<file path="config.mk">
export PLATFORM = sky130hd
export DESIGN_NAME = permutation_rank
export DESIGN_NICKNAME = d
export VERILOG_FILES = /design/src/rtl/prank_pkg.sv /design/src/rtl/prank_dp.sv /design/src/rtl/prank_ctrl.sv /design/src/rtl/permutation_rank.sv
export SDC_FILE = /design/constraint.sdc
export NUM_CORES = 1
export LEC_CHECK = 0
export BUFFER_PORTS_ARGS = -buffer_cell sky130_fd_sc_hd__buf_2
export CORE_ASPECT_RATIO = 0.75
export CORE_UTILIZATION = 39
export DETAILED_ROUTE_END_ITERATION = 16
export HOLD_SLACK_MARGIN = 0.08
export PLACE_DENSITY = 0.54
export SETUP_SLACK_MARGIN = 0.05
export SLEW_MARGIN = 20
export SYNTH_ARGS = -nofsm -noshare
export SYNTH_HDL_FRONTEND = slang
export SYNTH_SLANG_ARGS = --single-unit
export TNS_END_PERCENT = 50
</file>
<file path="constraint.sdc">
create_clock -name i_clk -period 9.2 [get_ports i_clk]
set_input_delay 0.92 -clock i_clk [delete_from_list [all_inputs] [get_ports i_clk]]
set_output_delay 0.92 -clock i_clk [all_outputs]
set_load 0.005 [all_outputs]
</file>
<file path="src/rtl/prank_pkg.sv">
// ----------------------------------------------------------------------------
// prank_pkg: shared types and constants for the permutation rank block
// Holds the beat types of both directions, the command and status groups
// between controller and datapath, and the factorial table.
// ----------------------------------------------------------------------------
package prank_pkg;

    localparam int ELEM_W = 8;
    localparam int RANK_W = 29;

    typedef struct packed {
        logic [ELEM_W-1:0] element;
        logic              last;
    } t_prank_in;

    typedef struct packed {
        logic [RANK_W-1:0] rank;
        logic              too_long;
    } t_prank_out;

    typedef struct packed {
        logic load;
        logic setup;
        logic mul;
        logic add;
        logic clear;
    } t_prank_cmd;

    typedef struct packed {
        logic ovf;
        logic short_seq;
        logic k_zero;
    } t_prank_sts;

    function automatic logic [RANK_W-1:0] prank_fact(input logic [3:0] k);
        logic [RANK_W-1:0] f;
        case (k)
            4'd0:    f = RANK_W'(1);
            4'd1:    f = RANK_W'(1);
            4'd2:    f = RANK_W'(2);
            4'd3:    f = RANK_W'(6);
            4'd4:    f = RANK_W'(24);
            4'd5:    f = RANK_W'(120);
            4'd6:    f = RANK_W'(720);
            4'd7:    f = RANK_W'(5040);
            4'd8:    f = RANK_W'(40320);
            4'd9:    f = RANK_W'(362880);
            4'd10:   f = RANK_W'(3628800);
            4'd11:   f = RANK_W'(39916800);
            4'd12:   f = RANK_W'(479001600);
            default: f = '0;
        endcase
        return f;
    endfunction

endpackage

</file>
<file path="src/rtl/prank_dp.sv">
// ----------------------------------------------------------------------------
// prank_dp: permutation rank datapath
// Holds the sequence and the per-position smaller-after counts, and forms
// the weighted sum one term at a time with one multiplier and one adder.
// ----------------------------------------------------------------------------
module prank_dp #(
    parameter int MAX_LEN    = 12,
    parameter int VALUE_BITS = 8
) (
    input  logic                  i_clk,
    input  logic                  i_rst_n,
    input  prank_pkg::t_prank_in  i_item,
    input  prank_pkg::t_prank_cmd i_cmd,
    output prank_pkg::t_prank_sts o_sts,
    output prank_pkg::t_prank_out o_result
);
    import prank_pkg::*;

    localparam int LW = $clog2(MAX_LEN + 1);
    localparam int CW = $clog2(MAX_LEN);

    logic [VALUE_BITS-1:0] r_held [MAX_LEN];
    logic [CW-1:0]         r_cnt  [MAX_LEN];
    logic [LW-1:0]         r_len;
    logic                  r_ovf;
    logic [CW-1:0]         r_k;
    logic [RANK_W-1:0]     r_prod;
    logic [RANK_W-1:0]     r_acc;
    logic [VALUE_BITS-1:0] v;
    logic                  room;

    assign v    = VALUE_BITS'(i_item.element);
    assign room = (r_len < LW'(MAX_LEN));

    always_ff @(posedge i_clk) begin
        if (!i_rst_n) begin
            r_len <= '0;
            r_ovf <= 1'b0;
            for (int i = 0; i < MAX_LEN; i++) begin
                r_cnt[i] <= '0;
            end
        end else if (i_cmd.clear) begin
            r_len <= '0;
            r_ovf <= 1'b0;
            for (int i = 0; i < MAX_LEN; i++) begin
                r_cnt[i] <= '0;
            end
        end else if (i_cmd.load && !r_ovf) begin
            if (!room) begin
                r_ovf <= 1'b1;
            end else begin
                for (int i = 0; i < MAX_LEN; i++) begin
                    if (LW'(i) < r_len && r_held[i] > v) begin
                        r_cnt[i] <= r_cnt[i] + CW'(1);
                    end
                end
                r_len <= r_len + LW'(1);
            end
        end else if (i_cmd.mul) begin
            for (int i = 0; i < MAX_LEN - 1; i++) begin
                r_cnt[i] <= r_cnt[i+1];
            end
            r_cnt[MAX_LEN-1] <= '0;
        end
    end

    always_ff @(posedge i_clk) begin
        if (i_cmd.load && !r_ovf && room) begin
            for (int i = 0; i < MAX_LEN; i++) begin
                if (LW'(i) == r_len) begin
                    r_held[i] <= v;
                end
            end
        end
        if (i_cmd.setup) begin
            r_k   <= CW'(r_len - LW'(1));
            r_acc <= '0;
        end
        if (i_cmd.mul) begin
            r_prod <= RANK_W'(r_cnt[0]) * prank_fact(4'(r_k));
            r_k    <= r_k - CW'(1);
        end
        if (i_cmd.add) begin
            r_acc <= r_acc + r_prod;
        end
    end

    assign o_sts.ovf       = r_ovf;
    assign o_sts.short_seq = (r_len <= LW'(1));
    assign o_sts.k_zero    = (r_k == '0);

    assign o_result.rank     = r_ovf ? '0 : r_acc;
    assign o_result.too_long = r_ovf;

`ifndef ASSERT_OFF
    a_clear_empties: assert property (@(posedge i_clk) disable iff (!i_rst_n)
        i_cmd.clear |=> (r_len == '0) && !r_ovf)
        else $error("state not cleared after result");
    a_len_grows: assert property (@(posedge i_clk) disable iff (!i_rst_n)
        (i_cmd.load && !i_cmd.clear && !r_ovf && room) |=> r_len == $past(r_len) + LW'(1))
        else $error("length did not advance on stored beat");
    a_len_bound: assert property (@(posedge i_clk) disable iff (!i_rst_n)
        r_ovf |-> r_len == LW'(MAX_LEN))
        else $error("overflow flagged before table was full");
`endif

endmodule

</file>
<file path="src/rtl/prank_ctrl.sv">
// ----------------------------------------------------------------------------
// prank_ctrl: permutation rank controller
// Takes beats while idle and, after the closing beat, steps the datapath
// through the weighted sum and strobes the result for one cycle.
// ----------------------------------------------------------------------------
module prank_ctrl (
    input  logic                  i_clk,
    input  logic                  i_rst_n,
    input  logic                  start,
    input  logic                  i_last,
    input  prank_pkg::t_prank_sts i_sts,
    output prank_pkg::t_prank_cmd o_cmd,
    output logic                  busy,
    output logic                  o_valid
);
    import prank_pkg::*;

    typedef enum logic [2:0] {
        S_IDLE,
        S_SETUP,
        S_MUL,
        S_ADD,
        S_OUT
    } t_state;

    t_state r_state, n_state;
    logic   r_busy;
    logic   r_valid;
    logic   take;

    assign take = start && !r_busy;

    always_comb begin
        n_state = r_state;
        case (r_state)
            S_IDLE: begin
                if (take && i_last) begin
                    n_state = S_SETUP;
                end
            end
            S_SETUP: begin
                if (i_sts.ovf || i_sts.short_seq) begin
                    n_state = S_OUT;
                end else begin
                    n_state = S_MUL;
                end
            end
            S_MUL: begin
                n_state = S_ADD;
            end
            S_ADD: begin
                if (i_sts.k_zero) begin
                    n_state = S_OUT;
                end else begin
                    n_state = S_MUL;
                end
            end
            S_OUT: begin
                n_state = S_IDLE;
            end
            default: begin
                n_state = S_IDLE;
            end
        endcase
    end

    always_ff @(posedge i_clk) begin
        if (!i_rst_n) begin
            r_state <= S_IDLE;
            r_busy  <= 1'b0;
            r_valid <= 1'b0;
        end else begin
            r_state <= n_state;
            r_busy  <= (n_state != S_IDLE);
            r_valid <= (n_state == S_OUT);
        end
    end

    assign o_cmd.load  = take;
    assign o_cmd.setup = (r_state == S_SETUP);
    assign o_cmd.mul   = (r_state == S_MUL);
    assign o_cmd.add   = (r_state == S_ADD);
    assign o_cmd.clear = (r_state == S_OUT);

    assign busy    = r_busy;
    assign o_valid = r_valid;

`ifndef ASSERT_OFF
    a_single_strobe: assert property (@(posedge i_clk) disable iff (!i_rst_n)
        o_valid |=> !o_valid)
        else $error("result strobe longer than one cycle");
    a_busy_after_last: assert property (@(posedge i_clk) disable iff (!i_rst_n)
        (take && i_last) |=> busy)
        else $error("closing beat did not raise busy");
    a_valid_while_busy: assert property (@(posedge i_clk) disable iff (!i_rst_n)
        o_valid |-> busy && !o_cmd.load)
        else $error("result strobe outside busy window");
`endif

endmodule

</file>
<file path="src/rtl/permutation_rank.sv">
// ----------------------------------------------------------------------------
// permutation_rank: lexicographic rank of a sequence (Lehmer code)
// One element is taken per beat whenever busy is low; the beat with last
// set closes the sequence. busy then stays high while the shared multiplier
// and adder form the weighted sum one term at a time, and o_valid strobes
// the result for one cycle (the sum is skipped when the sequence has one
// element or was too long). The receiver cannot stall, so the result must
// be captured in that cycle; the next sequence may start the cycle after.
// ----------------------------------------------------------------------------
module permutation_rank #(
    parameter int MAX_LEN    = 12,
    parameter int VALUE_BITS = 8
) (
    input  logic                  i_clk,
    input  logic                  i_rst_n,
    input  logic                  start,
    input  prank_pkg::t_prank_in  i_item,
    output logic                  busy,
    output logic                  o_valid,
    output prank_pkg::t_prank_out o_result
);
    import prank_pkg::*;

    t_prank_cmd cmd;
    t_prank_sts sts;

    prank_ctrl u_ctrl (
        .i_clk   (i_clk),
        .i_rst_n (i_rst_n),
        .start   (start),
        .i_last  (i_item.last),
        .i_sts   (sts),
        .o_cmd   (cmd),
        .busy    (busy),
        .o_valid (o_valid)
    );

    prank_dp #(
        .MAX_LEN    (MAX_LEN),
        .VALUE_BITS (VALUE_BITS)
    ) u_dp (
        .i_clk    (i_clk),
        .i_rst_n  (i_rst_n),
        .i_item   (i_item),
        .i_cmd    (cmd),
        .o_sts    (sts),
        .o_result (o_result)
    );

endmodule

</file>
======== Word-level counts from Yosys, hierarchy flattened ========
Memory sizes are Yosys's and may differ from the RTL's. A register that Yosys moved wholly into a read port is not among the register bits.
Index checks and enable logic that the tools add are counted.
word-level totals
  memories kept ........................... 3
  output and inout port bits .............. 32
  bits in registers ....................... 72
  latch bits .............................. 0
  input bits .............................. 12
  ROM bits ................................ 448
  RAM bits ................................ 144
operators by class
  equality and inequality tests ........... 16
  bitwise operators ....................... 38
  shifts and indexed selects .............. 0
  multipliers ............................. 1
  div/mod/pow operators ................... 0
  mux-type cells .......................... 197
  add/subtract/negate cells ............... 16
  reduce and logical (&&, ||, !) cells .... 39
  $lt $le $gt $ge ......................... 26
memories
  memory           words  width  read ports  clocked after memory_dff  write ports  line             text
  (no name shown)  16     28     1           1                         0            prank_pkg.sv:37  case (k)
  u_dp.r_held      12     8      12          0                         1            prank_dp.sv:22   logic [VALUE_BITS-1:0] r_held [MAX_LEN];
  u_dp.r_cnt       12     4      12          0                         12           prank_dp.sv:23   logic [CW-1:0] r_cnt [MAX_LEN];
operators with widths
  kind                 count
  $mux 4               50
  $mux 1               128
  $mux 29              4
  $gt 8x8->1           12
  $mux 8               11
  $reduce_or 8->1      11
  $add 4x1->4 const B  13
  $or 1x1->1           36
  $add 29x29->29       1
  $mul 4x29->29        1
  $eq 3x4->1 const A   4
  $eq 4x4->1 const A   4
  $logic_and 1x1->1    16
  $lt 3x4->1 const A   4
  $lt 4x4->1 const A   4
  $pmux 3 s4           1
  $mux 3               3
  $eq 2x4->1 const A   2
  $logic_not 4->1      2
  $lt 1x4->1 const A   2
  $lt 2x4->1 const A   2
  $sub 4x1->4 const B  2
  $eq 3x2->1 const B   2
  $eq 3x3->1 const B   2
  12 further kinds     16

======== Logic depth before layout (Yosys ltp) ========
Gate-level depths: netlist (run 1).
  depth after elaboration ................. 18
  depth in mapped cells ................... 16
  gate-level depth less buffers ........... 15

======== Cells and area by module ========
A second synthesis (run 1) with hierarchy kept.
unflattened totals
  cell total of the unflattened synthesis .. 1504
  area, all modules ....................... 15426.0 um2
by module, submodules not included
  module      area an instance (um2)  sequential area each (um2)  cells each  times used
  prank_dp    15194.6                 6466.2                      1479        1
  prank_ctrl  231.5                   100.1                       25          1

======== Worst setup path before layout (run 1) ========
No wires, ideal clock.
  path type ............................... register -> register
  start ................................... memory u_dp.r_cnt[0][3] (netlist bit)
  end ..................................... register u_dp.r_prod[20], data pin
  library setup time ...................... 0.259 ns
  setup slack ............................. 5.359 ns
  arrival ................................. 3.582 ns
  data required time ...................... 8.941 ns
  cell stages (with the launch flop) ...... 15
  period minus slack after synthesis ...... 3.841 ns
  path through ............................ edfxtp_1 clkbuf_1 and2_1 fa_1 inv_1 fa_1 inv_1 ha_1 nor2b_1 o31a_1 o31ai_2 o22ai_1 a211oi_1 o21ai_0 xnor2_1
RTL lines
  element                 line            text
  start: declaration      prank_dp.sv:23
  end signal: assignment  prank_dp.sv:80  r_prod <= RANK_W'(r_cnt[0]) * prank_fact(4'(r_k));
  end: declaration        prank_dp.sv:27  logic [RANK_W-1:0] r_prod;

==> flow_summary.toml, run 1 <==
[synthesis]
yosysWarnings = 0
synthXorXnorAreaFrac = 0.0467
yosys-top-cells-area = "edfxtp_1 (40%), ha_1 (14%), fa_1 (6.4%)"
synth_area_per_cell_um2 = 10.6
postSynthCellCount = 1421
synth_top_family_by_area = "adder cells"
yosys.cell_types.count = 63
ys_seq_area_frac = 0.438
synth_compound_area_frac = 0.124
synth.cell_area_um2 = 15000
ys.flop_type = "edfxtp_1"
netlist.top_cell.by_area = "edfxtp_1"
synth-edff-count = 198
async_reset_ff_frac = 0
yosys.area_share.simple = 0.141
yosys-top-cells-count = "edfxtp_1 (198), ha_1 (171), inv_1 (135)"
synth_fa_ha_area_frac = 0.207
synth-seq-cells = 229
synth_most_common_cell = "edfxtp_1"
yosysTopAreaCellShare = 0.396
muxShareOfSynthArea = 0.00133

[clock_tree]
htree_levels = 1
clockBufferDepth = 3
cts_buffers = 27
cts_post_setup_buffers_inserted = 0
root_buffer = "clkbuf_16"
clk_pin_slew_worst_paths_ns = 0.06
cts_resized = 0
ctsHoldBuffers = 0
numClockSinks = 229
tritoncts = "built"
insertion_delay_ns = 0.55

[sta]
rsz0062_at_grt = "false"
slew_viol_final = 0
relSlewSlack = 0.314
fmax_mhz = 224
fin_setup_tns_ns = 0
hold_viol = 0
clock_skew_ns = 0.0209
fin_crit_ns = 4.47
setup_violations = 0
worst_pin_slew_ns = 1.03
fin_crit_sh = 0.486
setup_slack_ns = 4.73

[placement]
port_buffers = 43
place_inst = 1951
placement.cell_area_um2 = 15800
gp_congestion = 0.835
dpl_worst_slack_ns = 4.74
hpwl_mm = 24.9

[critical_path]
reg2reg_depth = 14
reg2reg_slack_ns = 4.73
cp-end-kind = "register"
r2r-end = "u_dp.r_prod[25]$_DFFE_PP_"
critPathTopFamily = "adder cells"
critPathMostFrequentCell = "a21oi_1"
worstSetupPathType = "reg -> reg"
path_cells = "and2_1 > fa_1 > inv_1 > fa_1 > inv_1 > ha_1 > a21o_1 > a21oi_1 > a21oi_1 > nor3b_1 > o21ai_0 > a2111oi_0 > a21oi_1 > xor2_1"
cpMaxStageDelayCell = "edfxtp_1"
worst_path_largest_cell_delay_ns = 0.71
path_max_fanout = 23
path_buf_inv = 2
critPathLaunchType = "register"
critPathRequiredTime_ns = 9.49
critical_path_arrival_ns = 4.76
worstSetupPathDepth = 14
reg2reg_from = "u_dp.r_cnt[0][2]$_SDFFCE_PN0P_"

[worst_hold_path]
hold_class = "reg -> reg"
hp-start = "u_dp.r_cnt[11][2]$_SDFFCE_PP0P_"
whs_path_depth = 2
worst_hold_path.endpoint = "u_dp.r_cnt[10][2]$_SDFFCE_PN0P_"

[cells_and_area]
nNetsFinal = 1707
diodes = 0
instances_no_fill = 2000
finalInstanceArea_um2 = 16700
drive_gt1_frac = 0.0689
fin_util = 0.445
syn_to_final_growth_pct = 11.2

[routing]
ant_nets = 0
drt_drc_violations_left = 0
vias_per_cell = 5.23
vias = 10500
finalWirelength_mm = 34.1
drtPass1Iterations = 5
drt-initial-drc-count = 771
avgRoutedWirePerCell_um = 17.0

[floorplanning]
start_util = 0.400
die_w_um = 228
die_y_um = 172
core_um2 = 37500
ios = 44
die-area_um2 = 39300
placementRows = 61

[power]
ir_drop_mv = 0.117
power_density_nw_per_um2 = 159
leakage_nw = 7.09

[grt]
grtUsageTotal = 0.180
grt_start_max_net_pins = 46
antenna_found_initial = 0
grt_first_pass_wirelength_mm = 56.0
gr-total-overflow = 0
first_global_vias = 10200

[outcome]
run_status = "finished clean"

[run]
drv_cap = 0
## cells by family (layout without fill, tap and decap cells)
logic type               after synthesis  count (layout)
AO/OA/AOI/OAI                        298             298
XOR/XNOR                              80              80
adder cells (fa/ha/maj)              219             219
buffers and inverters                165             237
flip-flops                           229             229
multiplexers                           2               2
other                                  1               4
AND/OR/NAND/NOR                      427             427
## through the flow
stage | hold WS, ns | total power [mW]
floorplan | 0.496 | 1.51
global placement | 0.520 | 1.62
detailed placement | 0.530 | 1.63
CTS | 0.537 | 2.68
global route | 0.541 | 2.78
finish | 0.524 | 2.65
## layout by cell type (no fill, tap or decap), types with 3 or more instances in the layout
cell,n
ha_1,171
edfxtp_1,198
o21a_1,9
a32o_1,6
nand3_1,26
buf_2,43
nor3_1,12
xnor2_1,50
a211oi_1,9
a21oi_1,83
and3_1,15
clkbuf_16,27
o211ai_1,5
clkbuf_1,7
fa_1,48
clkinv_2,5
clkinv_1,4
xor2_1,30
o2111ai_1,5
nand2b_1,17
o21ai_0,93
a21o_1,37
inv_1,135
nor2b_1,48
a31oi_1,9
a21boi_0,5
o21bai_1,4
nor2_1,72
nand2_1,134
dfxtp_1,31
and2_1,63
o22ai_1,4
conb_1,4
nand4_1,24
buf_4,9
o31a_1,3
## tightest hold or removal path: stages, from the launching register on
cell and delay (ns):
edfxtp_1 0.31, nand2_1 0.05, o21ai_0 0.06
## flip-flops by register name, summed over array words and instances, names as in the netlist, named ones only
signal	cells
u_dp.r_ovf	1
u_dp.r_held	88
u_dp.r_prod	29
u_dp.r_k	4
u_ctrl.r_state	3
u_dp.r_len	4
u_ctrl.busy	1
u_ctrl.o_valid	1
u_dp.r_cnt	48
u_dp.r_acc	29
## report_power, final
group	internal, mW	total [mW]	switching [mW]	leakage, nW
sequential	1.18	1.22	0.0430	2.12
combinational	0.147	0.380	0.234	4.55
clock	0.611	1.05	0.435	0.419
total	1.94	2.65	0.712	7.09
## area by class of cell
| type | instances | area, um^2 |
|---|---|---|
| clock inverter | 13 | 118 |
| inverter | 136 | 510 |
| fill | 3593 | 20800 |
| multi-input combinational | 1030 | 7840 |
| clock buffer | 36 | 729 |
| timing repair buffer | 52 | 283 |
| tap | 504 | 631 |
| sequential | 229 | 6570 |
## per-layer routing
| layer | up-vias | global-route usage | part of all wire |
|---|---|---|---|
| met2 | 194 | 0.256 | 0.39 |
| met3 | 35 | 0.0261 | 0.044 |
| met4 | 0 | 0.0376 | 0.016 |
| met5 | - | 0 | 0 |
| met1 | 5079 | 0.284 | 0.55 |
| li1 | 5158 | - | - |
## worst max-delay path by stage
stage / slack (ns) / to / start
after CTS: 4.75 / u_dp.r_prod[25]$_DFFE_PP_ / u_dp.r_cnt[0][2]$_SDFFCE_PN0P_
after floorplan: 5.36 / u_dp.r_prod[20]$_DFFE_PP_ / u_dp.r_cnt[0][3]$_SDFFCE_PN0P_
after global routing: 4.36 / u_dp.r_prod[25]$_DFFE_PP_ / u_dp.r_cnt[0][2]$_SDFFCE_PN0P_
after detailed placement: 4.74 / u_dp.r_prod[25]$_DFFE_PP_ / u_dp.r_cnt[0][2]$_SDFFCE_PN0P_
final: 4.73 / u_dp.r_prod[25]$_DFFE_PP_ / u_dp.r_cnt[0][2]$_SDFFCE_PN0P_
after global placement: 4.84 / u_dp.r_prod[25]$_DFFE_PP_ / u_dp.r_cnt[0][2]$_SDFFCE_PN0P_
Power figures use the tool's default switching activity.
==> run 2: changes to the inputs <==
--- a/config.mk
+++ b/config.mk
@@ -10,7 +10,7 @@
 export CORE_UTILIZATION = 39
 export DETAILED_ROUTE_END_ITERATION = 16
 export HOLD_SLACK_MARGIN = 0.08
-export PLACE_DENSITY = 0.54
+export PLACE_DENSITY = 0.56
 export SETUP_SLACK_MARGIN = 0.05
 export SLEW_MARGIN = 20
 export SYNTH_ARGS = -nofsm -noshare
==> constraint.sdc (replaced) <==
create_clock -name i_clk -period 4 [get_ports i_clk]
set_input_delay 0.4 -clock i_clk [delete_from_list [all_inputs] [get_ports i_clk]]
set_output_delay 0.4 -clock i_clk [all_outputs]
set_load 0.005 [all_outputs]
==> flow_summary.toml, run 2 (synthesized netlist as in run 1, its figures left out) <==
[outcome]
run_status = "finished clean"

[clock_tree]
insertion_delay_ns = 0.54
cts_buffers = 27
clk_pin_slew_worst_paths_ns = 0.06
clockBufferDepth = 3
numClockSinks = 229
root_buffer = "clkbuf_16"
tritoncts = "built"
htree_levels = 1

[power]
switchingPower_mw = 1.64
ir_drop_mv = 0.250
clkPwrFrac = 0.381
power_density_nw_per_um2 = 357
sw_frac_of_total = 0.266
pwr-share-seq = 0.456
leakage_nw = 7.34
p_comb_frac = 0.163
p_int_mw = 4.53

[grt]
grt_use_met1 = 0.274
grtUsageTotal = 0.175
globalRouteMet3Util = 0.0284
antenna_found_initial = 0
grt_first_pass_wirelength_mm = 54.7
first_global_vias = 10200
busiest_layer = "met1"
grt_start_max_net_pins = 39
met2_usage = 0.249
gr-total-overflow = 0

[floorplanning]
start_util = 0.400
die_w_um = 228
placementRows = 61
core_um2 = 37500
die_y_um = 172
ios = 44
die-area_um2 = 39300

[routing]
drt_drc_violations_left = 0
avgRoutedWirePerCell_um = 16.6
vias_per_cell = 5.14
vias = 10500
drtPass1Iterations = 5
drt-initial-drc-count = 808
ant_nets = 0
finalWirelength_mm = 34.1

[sta]
fmax_mhz = 258
fin_crit_sh = 0.971
hold_viol = 0
slew_viol_final = 0
rsz0062_at_grt = "true"
fin_setup_tns_ns = 0
worst_pin_slew_ns = 0.901
clock_skew_ns = 0.0124
setup_violations = 0
relSlewSlack = 0.391
fin_crit_ns = 3.88

[critical_path]
crit_path_end = "u_dp.r_prod[26]$_DFFE_PP_"
reg2reg_depth = 14
reg2reg_slack_ns = 0.12
reg2reg_from = "u_dp.r_cnt[0][2]$_SDFFCE_PN0P_"
r2r-end = "u_dp.r_prod[26]$_DFFE_PP_"
path_max_fanout = 4
critical_path_arrival_ns = 4.16
cp-end-kind = "register"
worstSetupPathType = "reg -> reg"
critPathLaunchType = "register"
critPathLaunch = "u_dp.r_cnt[0][2]$_SDFFCE_PN0P_"
critPathRequiredTime_ns = 4.28

[cells_and_area]
largestRegisters = "u_dp.r_held: 88 flops, u_dp.r_cnt: 48 flops"
largest_reg_flops = 88
fillers = 3462
diodes = 0
layout_commonest_cell = "edfxtp_1"
nNetsFinal = 1756
top_register = "u_dp.r_held"
syn_to_final_growth_pct = 15.1
layout_common_cells = "edfxtp_1 (198), ha_1 (162), nand2_1 (133), inv_1 (131), o21ai_0 (89)"
finalInstanceArea_um2 = 17300
drive_gt1_frac = 0.124

[placement]
port_buffers = 43
hpwl_mm = 25.6
placement.cell_area_um2 = 16100
gp_congestion = 0.890

[run]
drv_cap = 0

[worst_hold_path]
hold_class = "in -> reg"
==> run 2: layout make-up <==
type / instances / area [um^2] / share of cell area
tap: 504 / 631 / 0.0365
clock buffer: 38 / 762 / 0.0441
multi-input combinational: 1030 / 8050 / 0.466
clock inverter: 10 / 80.1 / 0.00464
timing repair buffer: 101 / 669 / 0.0388
inverter: 136 / 510 / 0.0296
sequential: 229 / 6570 / 0.380
==> run 2: worst min-delay path by stage <==
stage / startpoint / end / slack, ns / cells after the start
floorplan: u_dp.r_cnt[11][0]$_SDFFCE_PP0P_ / u_dp.r_cnt[10][0]$_SDFFCE_PN0P_ / 0.50 / 2
global placement: u_dp.r_cnt[11][3]$_SDFFCE_PP0P_ / u_dp.r_cnt[10][3]$_SDFFCE_PN0P_ / 0.52 / 2
detailed placement: u_dp.r_cnt[11][0]$_SDFFCE_PP0P_ / u_dp.r_cnt[10][0]$_SDFFCE_PN0P_ / 0.52 / 2
CTS: i_rst_n / u_ctrl.r_state[2]$_SDFF_PN0_ / 0.12 / 3
global route: i_rst_n / u_ctrl.r_state[2]$_SDFF_PN0_ / 0.14 / 3
finish: i_rst_n / u_ctrl.r_state[2]$_SDFF_PN0_ / 0.15 / 3
==> run 2: what timing repair did <==
item	4_1_cts	5_1_grt
pin swaps	1	20
setup buffers	2	5
resized for setup	7	43
setup endpoints to repair	7	13
hold buffers	0	0
==> run 2: per-layer routing <==
metal	routed length, um	vias to the layer above
met5	0	-
met4	661	0
met3	1790	42
met2	13200	237
met1	18500	5000
li1	-	5243
==> run 2: through the flow <==
step	utilization	total power, mW	setup slack, ns	instances	hold slack (ns)
CTS	0.454	6.18	0.0383	2043	0.119
finish	0.461	6.17	0.118	2048	0.152
detailed placement	0.431	3.80	-0.109	1993	0.517
floorplan	-	3.48	0.159	1424	0.496
global route	0.461	6.46	-0.0382	2048	0.141
global placement	0.431	3.79	0.0168	1993	0.517
==> run 2: critical path, cell delays in order, from the launching register on <==
cell and delay [ns]:
edfxtp_1 0.44, buf_6 0.16, and2_4 0.13, fa_1 0.49, inv_2 0.04, fa_1 0.51
inv_2 0.04, ha_4 0.21, nor2b_4 0.12, o31a_1 0.32, o31ai_4 0.37, o22ai_2 0.15
o21a_2 0.25, a221oi_2 0.26, xnor2_1 0.11
==> run 2: power by group through the flow <==
stage	clock (mW)	combinational, mW	sequential, mW
floorplan	0	0.660	2.82
global placement	0	0.929	2.86
detailed placement	0	0.941	2.86
CTS	2.41	0.954	2.81
global route	2.49	1.15	2.83
finish	2.35	1.01	2.81
